<file path="src/design/vector_l2_normalize_core_macros.svh">
// ----------------------------------------------------------------------------
// vector_l2_normalize_core assertion macros
// concurrent check wrappers, compiled out when SYNTH is defined
// ----------------------------------------------------------------------------
`ifndef VECTOR_L2_NORMALIZE_CORE_MACROS_SVH
`define VECTOR_L2_NORMALIZE_CORE_MACROS_SVH

`ifndef SYNTH

// same-cycle implication check
`define VL2N_ASSERT_IMPLIES(label, ante, cons) \
    label: assert property (@(posedge clk) disable iff (!rst_n) (ante) |-> (cons)) \
        else $error("vl2n same-cycle check failed");

// next-cycle implication check
`define VL2N_ASSERT_NEXT(label, ante, cons) \
    label: assert property (@(posedge clk) disable iff (!rst_n) (ante) |=> (cons)) \
        else $error("vl2n next-cycle check failed");

`else

`define VL2N_ASSERT_IMPLIES(label, ante, cons)
`define VL2N_ASSERT_NEXT(label, ante, cons)

`endif

`endif

</file>
<file path="src/design/vl2n_pkg.sv">
// ----------------------------------------------------------------------------
// vl2n_pkg
// shared widths, constants and sequencer states of the l2 normalize core
// ----------------------------------------------------------------------------
package vl2n_pkg;

    // element and result width
    localparam int ELEM_W     = 16;
    // one square of a 16-bit signed value fits in 31 bits
    localparam int SQ_W       = 31;
    // square sum is scaled by 2^16 before the root
    localparam int ROOT_SHIFT = 16;
    // initial remainder for the quotient is mag * 2^8
    localparam int SAT_SHIFT  = 8;
    // quotient bits below the saturation limit
    localparam int QBITS      = 15;
    // saturation magnitude, q1.15 max
    localparam logic [QBITS-1:0] SAT_MAG = {QBITS{1'b1}};

    // sequencer states
    typedef enum logic [3:0] {
        ST_LOAD,
        ST_FLUSH,
        ST_PREP,
        ST_ROOT,
        ST_READ,
        ST_FETCH,
        ST_SAT,
        ST_DIV,
        ST_EMIT
    } vl2n_state_t;

endpackage

</file>
<file path="src/design/vl2n_in_if.sv">
// ----------------------------------------------------------------------------
// vl2n_in_if
// element channel: valid/ready with one vector element per transfer
// ----------------------------------------------------------------------------
interface vl2n_in_if
    import vl2n_pkg::*;
();

    logic                     valid;
    logic                     ready;
    logic signed [ELEM_W-1:0] element;
    logic                     last_element;

    modport source (output valid, output element, output last_element, input ready);
    modport sink   (input valid, input element, input last_element, output ready);

endinterface

</file>
<file path="src/design/vl2n_out_if.sv">
// ----------------------------------------------------------------------------
// vl2n_out_if
// result channel: valid/ready with one normalized value and flags per transfer
// ----------------------------------------------------------------------------
interface vl2n_out_if
    import vl2n_pkg::*;
();

    logic                     valid;
    logic                     ready;
    logic signed [ELEM_W-1:0] normalized_value;
    logic                     final_result;
    logic                     zero_norm;
    logic                     length_overflow;

    modport source (
        output valid, output normalized_value, output final_result,
        output zero_norm, output length_overflow, input ready
    );
    modport sink (
        input valid, input normalized_value, input final_result,
        input zero_norm, input length_overflow, output ready
    );

endinterface

</file>
<file path="src/design/vector_l2_normalize_core.sv">
// ----------------------------------------------------------------------------
// vector_l2_normalize_core
// l2 normalization of a vector of signed 16-bit elements into q1.15 results
// ----------------------------------------------------------------------------
// channel   dir  modport  payload
// samples   in   sink     element, last_element
// results   out  source   normalized_value, final_result, zero_norm,
//                         length_overflow
//
// loading takes one element per cycle; the last element is followed by square
// flush and setup, then RW root steps (27 at MAX_LEN = 64), one per cycle;
// a zero sum skips the root; each result is read, fetched, checked for
// saturation, passes 15 quotient steps on the shared compare/subtract unit and
// is output; saturation skips the quotient steps, a zero norm also the check
// samples.ready is low from the last element until the final result transfers
// a stall on results holds the output register; reset is asynchronous and
// clears the sequencer, element count, overflow flag and sum
// ----------------------------------------------------------------------------
`include "vector_l2_normalize_core_macros.svh"

module vector_l2_normalize_core
    import vl2n_pkg::*;
#(
    parameter int MAX_LEN = 64
) (
    input  logic         clk,
    input  logic         rst_n,
    vl2n_in_if.sink      samples,
    vl2n_out_if.source   results
);

    localparam int AW  = $clog2(MAX_LEN);
    localparam int CW  = $clog2(MAX_LEN + 1);
    localparam int SW  = SQ_W + $clog2(MAX_LEN);
    localparam int RW  = (SW + ROOT_SHIFT + 1) / 2;
    localparam int NW  = 2 * RW;
    localparam int UW  = RW + 2;
    localparam int STW = $clog2(RW + 1);

    vl2n_state_t       state_reg, state_next;
    logic [CW-1:0]     count_reg, count_next;
    logic              ovf_reg, ovf_next;
    logic [SW-1:0]     sum_reg, sum_next;
    logic [SQ_W-1:0]   sq_reg;
    logic              sq_vld_reg, sq_vld_next;
    logic              zero_reg, zero_next;
    logic [NW-1:0]     nsh_reg, nsh_next;
    logic [UW-1:0]     rem_reg, rem_next;
    logic [RW-1:0]     root_reg, root_next;
    logic [STW-1:0]    step_reg, step_next;
    logic [AW-1:0]     idx_reg, idx_next;
    logic              neg_reg, neg_next;
    logic [QBITS-1:0]  quo_reg, quo_next;
    logic [ELEM_W-1:0] val_reg, val_next;
    logic              fin_reg, fin_next;

    logic              in_xfer;
    logic              out_xfer;
    logic              room;
    logic [ELEM_W:0]   in_ext;
    logic [ELEM_W:0]   in_mag;
    logic [2*ELEM_W+1:0] in_sq;
    logic [ELEM_W-1:0] rdata;
    logic [ELEM_W:0]   rd_ext;
    logic [ELEM_W:0]   rd_mag;
    logic [QBITS-1:0]  quo_step;
    logic [UW-1:0]     unit_a, unit_b, unit_diff;
    logic              unit_ge;

    // handshakes
    assign samples.ready = (state_reg == ST_LOAD);
    assign in_xfer       = samples.valid && samples.ready;
    assign results.valid = (state_reg == ST_EMIT);
    assign out_xfer      = results.valid && results.ready;
    assign room          = (count_reg != CW'(MAX_LEN));

    // result payload
    assign results.normalized_value = val_reg;
    assign results.final_result     = fin_reg;
    assign results.zero_norm        = zero_reg;
    assign results.length_overflow  = ovf_reg;

    // magnitude and square of the incoming element
    assign in_ext = {samples.element[ELEM_W-1], samples.element};
    assign in_mag = in_ext[ELEM_W] ? ((ELEM_W+1)'(0) - in_ext) : in_ext;
    assign in_sq  = in_mag * in_mag;

    // magnitude of the buffered element
    assign rd_ext = {rdata[ELEM_W-1], rdata};
    assign rd_mag = rd_ext[ELEM_W] ? ((ELEM_W+1)'(0) - rd_ext) : rd_ext;

    // quotient with the current step's bit shifted in
    assign quo_step = {quo_reg[QBITS-2:0], unit_ge};

    // element buffer
    vl2n_elem_mem #(
        .DEPTH (MAX_LEN),
        .AW    (AW)
    ) u_mem (
        .clk   (clk),
        .we    (in_xfer && room),
        .waddr (count_reg[AW-1:0]),
        .wdata (samples.element),
        .raddr (idx_reg),
        .rdata (rdata)
    );

    // shared compare and subtract unit
    vl2n_cmp_sub #(
        .W (UW)
    ) u_unit (
        .a    (unit_a),
        .b    (unit_b),
        .diff (unit_diff),
        .ge   (unit_ge)
    );

    // square register, holds the square of the accepted element in the next cycle
    always_ff @(posedge clk)
    begin
        if (in_xfer)
        begin
            sq_reg <= in_sq[SQ_W-1:0];
        end
    end

    // control state
    always_ff @(posedge clk or negedge rst_n)
    begin
        if (!rst_n)
        begin
            state_reg  <= ST_LOAD;
            count_reg  <= '0;
            ovf_reg    <= 1'b0;
            sum_reg    <= '0;
            sq_vld_reg <= 1'b0;
        end
        else
        begin
            state_reg  <= state_next;
            count_reg  <= count_next;
            ovf_reg    <= ovf_next;
            sum_reg    <= sum_next;
            sq_vld_reg <= sq_vld_next;
        end
    end

    // datapath registers
    always_ff @(posedge clk)
    begin
        zero_reg <= zero_next;
        nsh_reg  <= nsh_next;
        rem_reg  <= rem_next;
        root_reg <= root_next;
        step_reg <= step_next;
        idx_reg  <= idx_next;
        neg_reg  <= neg_next;
        quo_reg  <= quo_next;
        val_reg  <= val_next;
        fin_reg  <= fin_next;
    end

    // sequencer: next state and datapath control
    always_comb
    begin
        state_next  = state_reg;
        count_next  = count_reg;
        ovf_next    = ovf_reg;
        sum_next    = sum_reg;
        sq_vld_next = 1'b0;
        zero_next   = zero_reg;
        nsh_next    = nsh_reg;
        rem_next    = rem_reg;
        root_next   = root_reg;
        step_next   = step_reg;
        idx_next    = idx_reg;
        neg_next    = neg_reg;
        quo_next    = quo_reg;
        val_next    = val_reg;
        fin_next    = fin_reg;
        unit_a      = '0;
        unit_b      = '0;

        // accumulate the pending square
        if (sq_vld_reg)
        begin
            sum_next = sum_reg + SW'(sq_reg);
        end

        case (state_reg)
            ST_LOAD:
            begin
                if (in_xfer)
                begin
                    if (room)
                    begin
                        count_next  = count_reg + CW'(1);
                        sq_vld_next = 1'b1;
                    end
                    else
                    begin
                        ovf_next = 1'b1;
                    end
                    if (samples.last_element)
                    begin
                        state_next = ST_FLUSH;
                    end
                end
            end

            ST_FLUSH:
            begin
                state_next = ST_PREP;
            end

            // scale the sum by 2^16 and start the root, or skip it when the sum is zero
            ST_PREP:
            begin
                zero_next = (sum_reg == '0);
                nsh_next  = NW'({sum_reg, {ROOT_SHIFT{1'b0}}});
                rem_next  = '0;
                root_next = '0;
                step_next = STW'(RW);
                idx_next  = '0;
                if (sum_reg == '0)
                begin
                    state_next = ST_READ;
                end
                else
                begin
                    state_next = ST_ROOT;
                end
            end

            // one root digit per cycle
            ST_ROOT:
            begin
                unit_a   = {rem_reg[RW-1:0], nsh_reg[NW-1 -: 2]};
                unit_b   = {root_reg, 2'b01};
                nsh_next = {nsh_reg[NW-3:0], 2'b00};
                if (unit_ge)
                begin
                    rem_next  = unit_diff;
                    root_next = {root_reg[RW-2:0], 1'b1};
                end
                else
                begin
                    rem_next  = unit_a;
                    root_next = {root_reg[RW-2:0], 1'b0};
                end
                step_next = step_reg - STW'(1);
                if (step_reg == STW'(1))
                begin
                    state_next = ST_READ;
                end
            end

            ST_READ:
            begin
                state_next = ST_FETCH;
            end

            // buffered element is in the read register
            ST_FETCH:
            begin
                neg_next = rdata[ELEM_W-1];
                rem_next = UW'({rd_mag, {SAT_SHIFT{1'b0}}});
                quo_next = '0;
                fin_next = ((CW'(idx_reg) + CW'(1)) == count_reg);
                if (zero_reg)
                begin
                    val_next   = '0;
                    state_next = ST_EMIT;
                end
                else
                begin
                    state_next = ST_SAT;
                end
            end

            // quotient of 2^15 or more saturates
            ST_SAT:
            begin
                unit_a = rem_reg;
                unit_b = UW'(root_reg);
                if (unit_ge)
                begin
                    val_next   = neg_reg ? (ELEM_W'(0) - ELEM_W'(SAT_MAG))
                                         : ELEM_W'(SAT_MAG);
                    state_next = ST_EMIT;
                end
                else
                begin
                    step_next  = STW'(QBITS);
                    state_next = ST_DIV;
                end
            end

            // one quotient bit per cycle
            ST_DIV:
            begin
                unit_a   = {rem_reg[UW-2:0], 1'b0};
                unit_b   = UW'(root_reg);
                rem_next = unit_ge ? unit_diff : unit_a;
                quo_next = quo_step;
                step_next = step_reg - STW'(1);
                if (step_reg == STW'(1))
                begin
                    val_next   = neg_reg ? (ELEM_W'(0) - ELEM_W'(quo_step))
                                         : ELEM_W'(quo_step);
                    state_next = ST_EMIT;
                end
            end

            ST_EMIT:
            begin
                if (out_xfer)
                begin
                    if (fin_reg)
                    begin
                        count_next = '0;
                        ovf_next   = 1'b0;
                        sum_next   = '0;
                        state_next = ST_LOAD;
                    end
                    else
                    begin
                        idx_next   = idx_reg + AW'(1);
                        state_next = ST_READ;
                    end
                end
            end

            default:
            begin
                state_next = ST_LOAD;
            end
        endcase
    end

    // checks
    `VL2N_ASSERT_IMPLIES(a_no_overlap, samples.ready, !results.valid)
    `VL2N_ASSERT_IMPLIES(a_zero_value, results.valid && results.zero_norm, results.normalized_value == '0)
    `VL2N_ASSERT_IMPLIES(a_no_min_value, results.valid, results.normalized_value != 16'sh8000)
    `VL2N_ASSERT_NEXT(a_reload_after_final, out_xfer && results.final_result, samples.ready && (count_reg == '0))

endmodule

</file>
<file path="src/design/vl2n_cmp_sub.sv">
// ----------------------------------------------------------------------------
// vl2n_cmp_sub
// shared compare and subtract unit for root, saturation and quotient steps
// ----------------------------------------------------------------------------
module vl2n_cmp_sub
    import vl2n_pkg::*;
#(
    parameter int W = 8
) (
    input  logic [W-1:0] a,
    input  logic [W-1:0] b,
    output logic [W-1:0] diff,
    output logic         ge
);

    logic [W:0] wide;

    // borrow out of the subtract is the less-than flag
    assign wide = {1'b0, a} - {1'b0, b};
    assign diff = wide[W-1:0];
    assign ge   = ~wide[W];

endmodule

</file>
<file path="src/design/vl2n_elem_mem.sv">
// ----------------------------------------------------------------------------
// vl2n_elem_mem
// element buffer, one write port and one registered read port
// ----------------------------------------------------------------------------
module vl2n_elem_mem
    import vl2n_pkg::*;
#(
    parameter int DEPTH = 64,
    parameter int AW    = 6
) (
    input  logic              clk,
    input  logic              we,
    input  logic [AW-1:0]     waddr,
    input  logic [ELEM_W-1:0] wdata,
    input  logic [AW-1:0]     raddr,
    output logic [ELEM_W-1:0] rdata
);

    logic [ELEM_W-1:0] mem [DEPTH];

    // write port
    always_ff @(posedge clk)
    begin
        if (we)
        begin
            mem[waddr] <= wdata;
        end
    end

    // registered read port
    always_ff @(posedge clk)
    begin
        rdata <= mem[raddr];
    end

endmodule
</file>
<file path="src/flat_wrapper.sv">
// flat-port wrapper written by rule: the top's interface ports become plain ports
module vector_l2_normalize_core_flat import vl2n_pkg::*;
#(
    parameter int MAX_LEN = 64
)
  (clk, rst_n, samples_valid, samples_element, samples_last_element, samples_ready, results_valid, results_normalized_value, results_final_result, results_zero_norm, results_length_overflow, results_ready);
  vl2n_in_if samples_i ();
  vl2n_out_if results_i ();
  input  logic clk;
  input  logic rst_n;
  input wire logic [$bits(samples_i.valid)-1:0] samples_valid;
  input wire logic [$bits(samples_i.element)-1:0] samples_element;
  input wire logic [$bits(samples_i.last_element)-1:0] samples_last_element;
  output wire logic [$bits(samples_i.ready)-1:0] samples_ready;
  output wire logic [$bits(results_i.valid)-1:0] results_valid;
  output wire logic [$bits(results_i.normalized_value)-1:0] results_normalized_value;
  output wire logic [$bits(results_i.final_result)-1:0] results_final_result;
  output wire logic [$bits(results_i.zero_norm)-1:0] results_zero_norm;
  output wire logic [$bits(results_i.length_overflow)-1:0] results_length_overflow;
  input wire logic [$bits(results_i.ready)-1:0] results_ready;
  assign samples_i.valid = samples_valid;
  assign samples_i.element = samples_element;
  assign samples_i.last_element = samples_last_element;
  assign samples_ready = samples_i.ready;
  assign results_valid = results_i.valid;
  assign results_normalized_value = results_i.normalized_value;
  assign results_final_result = results_i.final_result;
  assign results_zero_norm = results_i.zero_norm;
  assign results_length_overflow = results_i.length_overflow;
  assign results_i.ready = results_ready;
  vector_l2_normalize_core #(.MAX_LEN(MAX_LEN)) u_core (.clk(clk), .rst_n(rst_n), .samples(samples_i), .results(results_i));
endmodule
</file>
<file path="config.mk">
export PLATFORM = sky130hd
export DESIGN_NAME = vector_l2_normalize_core_flat
export DESIGN_NICKNAME = d
export VERILOG_FILES = /design/src/design/vl2n_pkg.sv /design/src/design/vl2n_in_if.sv /design/src/design/vl2n_out_if.sv /design/src/design/vector_l2_normalize_core.sv /design/src/design/vl2n_cmp_sub.sv /design/src/design/vl2n_elem_mem.sv /design/src/flat_wrapper.sv
export VERILOG_INCLUDE_DIRS = /design/src /design/src/design
export SDC_FILE = /design/constraint.sdc
export NUM_CORES = 2
export LEC_CHECK = 0
export BUFFER_PORTS_ARGS = -buffer_cell sky130_fd_sc_hd__buf_2
export CELL_PAD_IN_SITES_DETAIL_PLACEMENT = 1
export CELL_PAD_IN_SITES_GLOBAL_PLACEMENT = 1
export CORE_MARGIN = 8
export CORE_UTILIZATION = 40
export DETAILED_ROUTE_END_ITERATION = 12
export GPL_TIMING_DRIVEN = 0
export PLACE_DENSITY = 0.69
export REMOVE_ABC_BUFFERS = 1
export SETUP_SLACK_MARGIN = 0.3
export SYNTH_ARGS = -nofsm -noshare
export SYNTH_HDL_FRONTEND = slang
export SYNTH_SLANG_ARGS = --single-unit
</file>
<file path="constraint.sdc">
create_clock -name clk -period 14.1 [get_ports clk]
set_input_delay 1.41 -clock clk [delete_from_list [all_inputs] [get_ports clk]]
set_output_delay 1.41 -clock clk [all_outputs]
set_load 0.02 [all_outputs]
</file>
Word-level counts from Yosys, hierarchy flattened
Memories as Yosys holds them, arrays and structs flattened. A register that Yosys moved wholly into a read port is not among the register bits.
Index checks and enable logic that the tools add are counted.
{"block": "totals", "ff_bits": 235, "ramBits": 1024, "in_bits": 21, "output_inout_bits": 21, "wordCells": 122, "mem_count": 1}
{"block": "op_classes", "n_addsub": 9, "n_mul": 1, "eq_ne": 23, "mux": 51, "n_bitwise": 1, "n_reduce_logical": 20}
{"memory": "u_core.u_mem.mem", "depth": 64, "width": 16, "rd": 1, "rd_ports_with_merged_regs": 1, "write_ports": 1, "line": "vl2n_elem_mem.sv:19", "text": "logic [ELEM_W-1:0] mem [DEPTH];"}
{"operator": "$mux 37", "n": 4}
{"operator": "$pmux 29 s4", "n": 1}
{"operator": "$pmux 54 s2", "n": 1}
{"operator": "$pmux 29 s3", "n": 1}
{"operator": "$mux 16", "n": 5}
{"operator": "$mux 29", "n": 2}
{"operator": "$pmux 29 s2", "n": 1}
{"operator": "$pmux 27 s2", "n": 1}
{"operator": "$pmux 16 s3", "n": 1}
{"operator": "$add 37x31->37", "n": 1}
{"operator": "$logic_not 37->1", "n": 1}
{"operator": "$pmux 4 s9", "n": 1}
{"operator": "$mux 17", "n": 2}
{"operator": "$sub 1x16->17 const A", "n": 2}
{"operator": "$mul 17x17->31", "n": 1}
{"operator": "$sub 29x29->30", "n": 1}
{"operator": "$mux 4", "n": 7}
{"operator": "$mux 7", "n": 4}
{"operator": "$pmux 14 s2", "n": 1}
{"operator": "$ne 2x2->1 const B", "n": 9}
{"operator": "$eq 4x3->1 const B", "n": 4}
{"operator": "$sub 1x15->16 const A", "n": 1}
{"operator": "$pmux 5 s3", "n": 1}
{"operator": "$reduce_and 5->1", "n": 3}
{"operator": "other kinds (28)", "n": 49}

Logic depth before layout (Yosys ltp)
{"block": "logic_depth", "depth_word": 9, "ltp_mapped": 31, "mapped_depth_nobuf": 29}

Cells and area by module
Synthesis repeated with hierarchy kept, for this count alone.
{"block": "hier_totals", "cells_unflattened": 4172, "hier_area_um2": 61581.6}
{"module": "vl2n_elem_mem", "instances": 1, "cells_each": 1829, "area_per_inst_um2": 40042.2, "seq_area_each_um2": 31069.8}
{"module": "vector_l2_normalize_core", "instances": 1, "cells_each": 2095, "area_per_inst_um2": 19864.1, "seq_area_each_um2": 6296.0}
{"module": "vl2n_cmp_sub", "instances": 1, "cells_each": 248, "area_per_inst_um2": 1675.4, "seq_area_each_um2": 0.0}

Least setup slack after synthesis
OpenSTA, ideal clock, no wires.
{"block": "synth_timing", "path_type": "input -> register", "from": "input port samples_element[0]", "to": "register u_core.sq_reg[30] (data pin)", "setup_time_ns": 0.262, "arrival_time_ns": 8.072, "required_ns": 13.838, "slack_ns": 5.766, "cell_stages": 29, "n_path_buf": 2, "path_cell_list": "inv_1 clkbuf_1 ha_1 nand2_1 o41ai_1 xnor2_1 inv_1 clkbuf_1 nor2_1 fa_1 inv_1 fa_1 fa_1 inv_1 fa_1 fa_1 inv_1 fa_1 inv_1 ha_1 o21a_1 o211ai_1 or3_1 a211oi_1 nor2_1 a211oi_1 a211o_1 a211oi_1 xnor2_1"}
{"block": "synth_via", "elab_chain_cells": 3}
{"element": "from (decl)", "line": "flat_wrapper.sv:12", "text": "input wire logic [$bits(samples_i.element)-1:0] samples_element;"}
{"element": "$sub 1x16->17", "line": "vector_l2_normalize_core.sv:85", "text": "assign in_mag = in_ext[ELEM_W] ? ((ELEM_W+1)'(0) - in_ext) : in_ext;"}
{"element": "$mux 17 (*)", "line": "vector_l2_normalize_core.sv:85"}
{"element": "$mul 17x17->31 (*)", "line": "vector_l2_normalize_core.sv:86", "text": "assign in_sq = in_mag * in_mag;"}
{"element": "named net u_core.in_sq[30]", "line": "vector_l2_normalize_core.sv:62", "text": "logic [2*ELEM_W+1:0] in_sq;"}
{"element": "to (signal assigned)", "line": "vector_l2_normalize_core.sv:123", "text": "sq_reg <= in_sq[SQ_W-1:0];"}
{"element": "to (decl)", "line": "vector_l2_normalize_core.sv:44", "text": "logic [SQ_W-1:0] sq_reg;"}
Mark *: on every way through the listed nets, which the timed path passes. The rest lies on a longest branch.
A chain may end at the register's enable or synchronous reset.

Worst setup path in the final report
Ends and elaborated chain as after synthesis.

==> flow_metrics.tcl <==
set metrics [dict create \
    power_leakage_nw 24.8 \
    hp-class "reg -> reg" \
    synth_top_area_share 0.587 \
    drt_wl_total_mm 157 \
    rsz0062_at_grt "no" \
    die-area_sq_um 165000 \
    drive_gt1_frac 0.187 \
    core_area_sq_um 152000 \
    grt_pass1_wl_mm 238 \
    clk_latency_ns 0.76 \
    crit_buf_inv 7 \
    synthFlopType "edfxtp_1" \
    synthArstFlopShare 0.0397 \
    fin_area_sq_um 69800 \
    die_h_um 406 \
    drc 0 \
    hold_viol 0 \
    finalSetupViolations 0 \
    avgSynthCellArea_sq_um 15.6 \
    max_stage_delay_ns 0.78 \
    grt_use_total 0.189 \
    cts_sinks 1258 \
    clk_pin_slew_worst_paths_ns 0.07 \
    critPathTopFamily "adder cells" \
    cts-hold-fix-buffers 0 \
    ff_latch_area_sq_um 37400 \
    yosys.cell_count.top_type "edfxtp_1" \
    drtIter0Drc 3063 \
    synth.top_cells.by_count "1192 x edfxtp_1, 355 x nand2_1, 336 x mux4_2, 320 x inv_1, 237 x nor2_1" \
    gp_congestion 0.786 \
    tightest_slew_ns 1.42 \
    yosysSeqAreaShare 0.613 \
    cts_made_buffers 119 \
    nFillCells 14900 \
    status "finished, final reports clean" \
    cts-root-buf "clkbuf_16" \
    drv_slew 0 \
    fmax_mhz 98.3 \
    h-tree-depth 3 \
    post_cts_resized 0 \
    cp.arrival_ns 10.63 \
    start_util 0.402 \
    layout_min_cycle_time_ns 10.17 \
    dp_hpwl_mm 107 \
    multi_input_area_sq_um 22000 \
    grt_pass1_vias 36800 \
    p_per_area_nw_per_um2 261 \
    port_buffers 41 \
    netlist_instances 3906 \
    synth-seq-cells 1258 \
    worstPathRequired_ns 14.55 \
    dr.pass1.iters 7 \
    grt_max_degree 81 \
    ant_nets 0 \
    netlist_area_sq_um 61000 \
    layout-area-overhead-vs-synth_pct 14.5 \
    synth_top_area_cell "edfxtp_1" \
    crit_slowest_cell "xnor2_1" \
    yosysUniqueCellTypes 91 \
    io_pins 42 \
    largest_reg_flops 1024 \
    endpoint_kind "flop" \
    crit_type "in -> reg" \
    ctsLongestPathBuffers 3 \
    overflow 0 \
    fin_crit_sh 0.722 \
    cts_setup_buffers 0 \
    antenna_found_initial 5 \
    nets 4417 \
    num_vias 34500 \
    yosys_warnings 0 \
    dpl-instance-area_sq_um 65800 \
    route.detailed.wl_per_inst_um 25.4 \
    relSlewSlack 0.0526 \
    die_width_um 406 \
    rows 143 \
    cts_tree "yes" \
    critPathMaxFanout 72 \
    synthTopCellsByArea "edfxtp_1 59%, mux4_2 12%, fa_1 6.3%" \
    fin_cells 6176 \
    via_per_inst 5.59 \
    max-cap-violations 0 \
    synth_edf_count 1192 \
    fin_worst_skew_ns 0.0763 \
    peakVddDrop_mv 0.297 \
    dp_cells 5952 \
    worst_setup_path_start_kind "primary input" \
]
==> per-stage QoR <==
| step | total power (W) | setup slack [ns] | setup TNS, ns | util | hold WS, ns |
|---|---|---|---|---|---|
| final | 0.0182 | 3.93 | 0 | 0.460 | 0.491 |
| after floorplan | 0.0122 | 2.27 | 0 | - | 0.484 |
| after CTS | 0.0184 | 3.18 | 0 | 0.459 | 0.489 |
| after detailed placement | 0.0151 | 2.42 | 0 | 0.434 | 0.495 |
| after global placement | 0.0152 | -2.60 | -52.07 | 0.416 | 0.492 |
| after global routing | 0.0196 | 3.36 | 0 | 0.460 | 0.529 |
==> worst register-to-register path, delay by kind of cell (launching register included) <==
family | cells | cell delay [ns]
simple gates | 11 | 3.91
buf+inv | 4 | 1.71
compound gates | 7 | 1.51
fa+ha+maj | 2 | 0.62
flops | 1 | 0.56
xor+xnor | 1 | 0.16
==> layer usage <==
layer	up-vias	wire length (um)	GRT usage
met1	18200	68200	0.265
met4	0	3690	0.0435
met5	-	0	0
met2	1051	76200	0.316
li1	15000	-	-
met3	211	8420	0.0261
==> cell families (layout without fill, tap and decap cells) <==
logic type,after synthesis,in the layout,share of synthesized area
DFF,1258,1258,0.613
and+or+nand+nor,858,858,0.0646
buffers and inverters,498,704,0.0320
AOI/OAI and AO/OA,464,464,0.0497
muxes,364,364,0.129
adders and majority gates,351,351,0.0956
xor gates and xnor gates,111,111,0.0162
other,2,36,0.000123
==> cell usage in the layout, fill, tap and decap left out, types with 67 or more instances in the layout <==
| master | n |
|---|---|
| edfxtp_1 | 1192 |
| nand2_1 | 353 |
| mux4_2 | 336 |
| inv_1 | 319 |
| fa_1 | 191 |
| nor2_1 | 171 |
| ha_1 | 160 |
| a21oi_1 | 131 |
| clkbuf_16 | 119 |
| o21ai_0 | 80 |
| xnor2_1 | 67 |
| nor2_2 | 67 |
==> final cells by class <==
class	instances	share of cell area
Sequential cell	1258	0.535
Multi-Input combinational cell	2181	0.315
Clock buffer	153	0.0458
Timing Repair Buffer	158	0.0400
Tap cell	2030	0.0364
Inverter	327	0.0176
Clock inverter	66	0.00993
Antenna cell	3	0.000108
==> path summary, 6_finish.rpt <==
path / endpoint / slack, ns / depth (start not counted) / start
hold reg to reg: u_core.nsh_reg[50]$_DFFE_PP_ / 0.49 / 2 / u_core.nsh_reg[48]$_DFFE_PP_
setup / recovery: u_core.sq_reg[30]$_DFFE_PP_ / 3.93 / 28 / samples_element[0]
hold / removal: u_core.nsh_reg[50]$_DFFE_PP_ / 0.49 / 2 / u_core.nsh_reg[48]$_DFFE_PP_
max in group asynchronous: u_core.sq_vld_reg$_DFF_PN0_ / 12.73 / 1 / rst_n
min in group asynchronous: u_core.sum_reg[3]$_DFF_PN0_ / 0.78 / 1 / rst_n
setup reg to reg: u_core.results.normalized_value[14]$_DFFE_PP_ / 5.31 / 25 / u_core.state_reg[2]$_DFFE_PN0P_
==> power breakdown <==
| part | internal (W) | switching [W] |
|---|---|---|
| combinational | 0.00401 | 0.00581 |
| clock | 0.00180 | 0.00142 |
| sequential | 0.00480 | 0.000344 |
No activity file was read; power rests on OpenSTA's default activity.
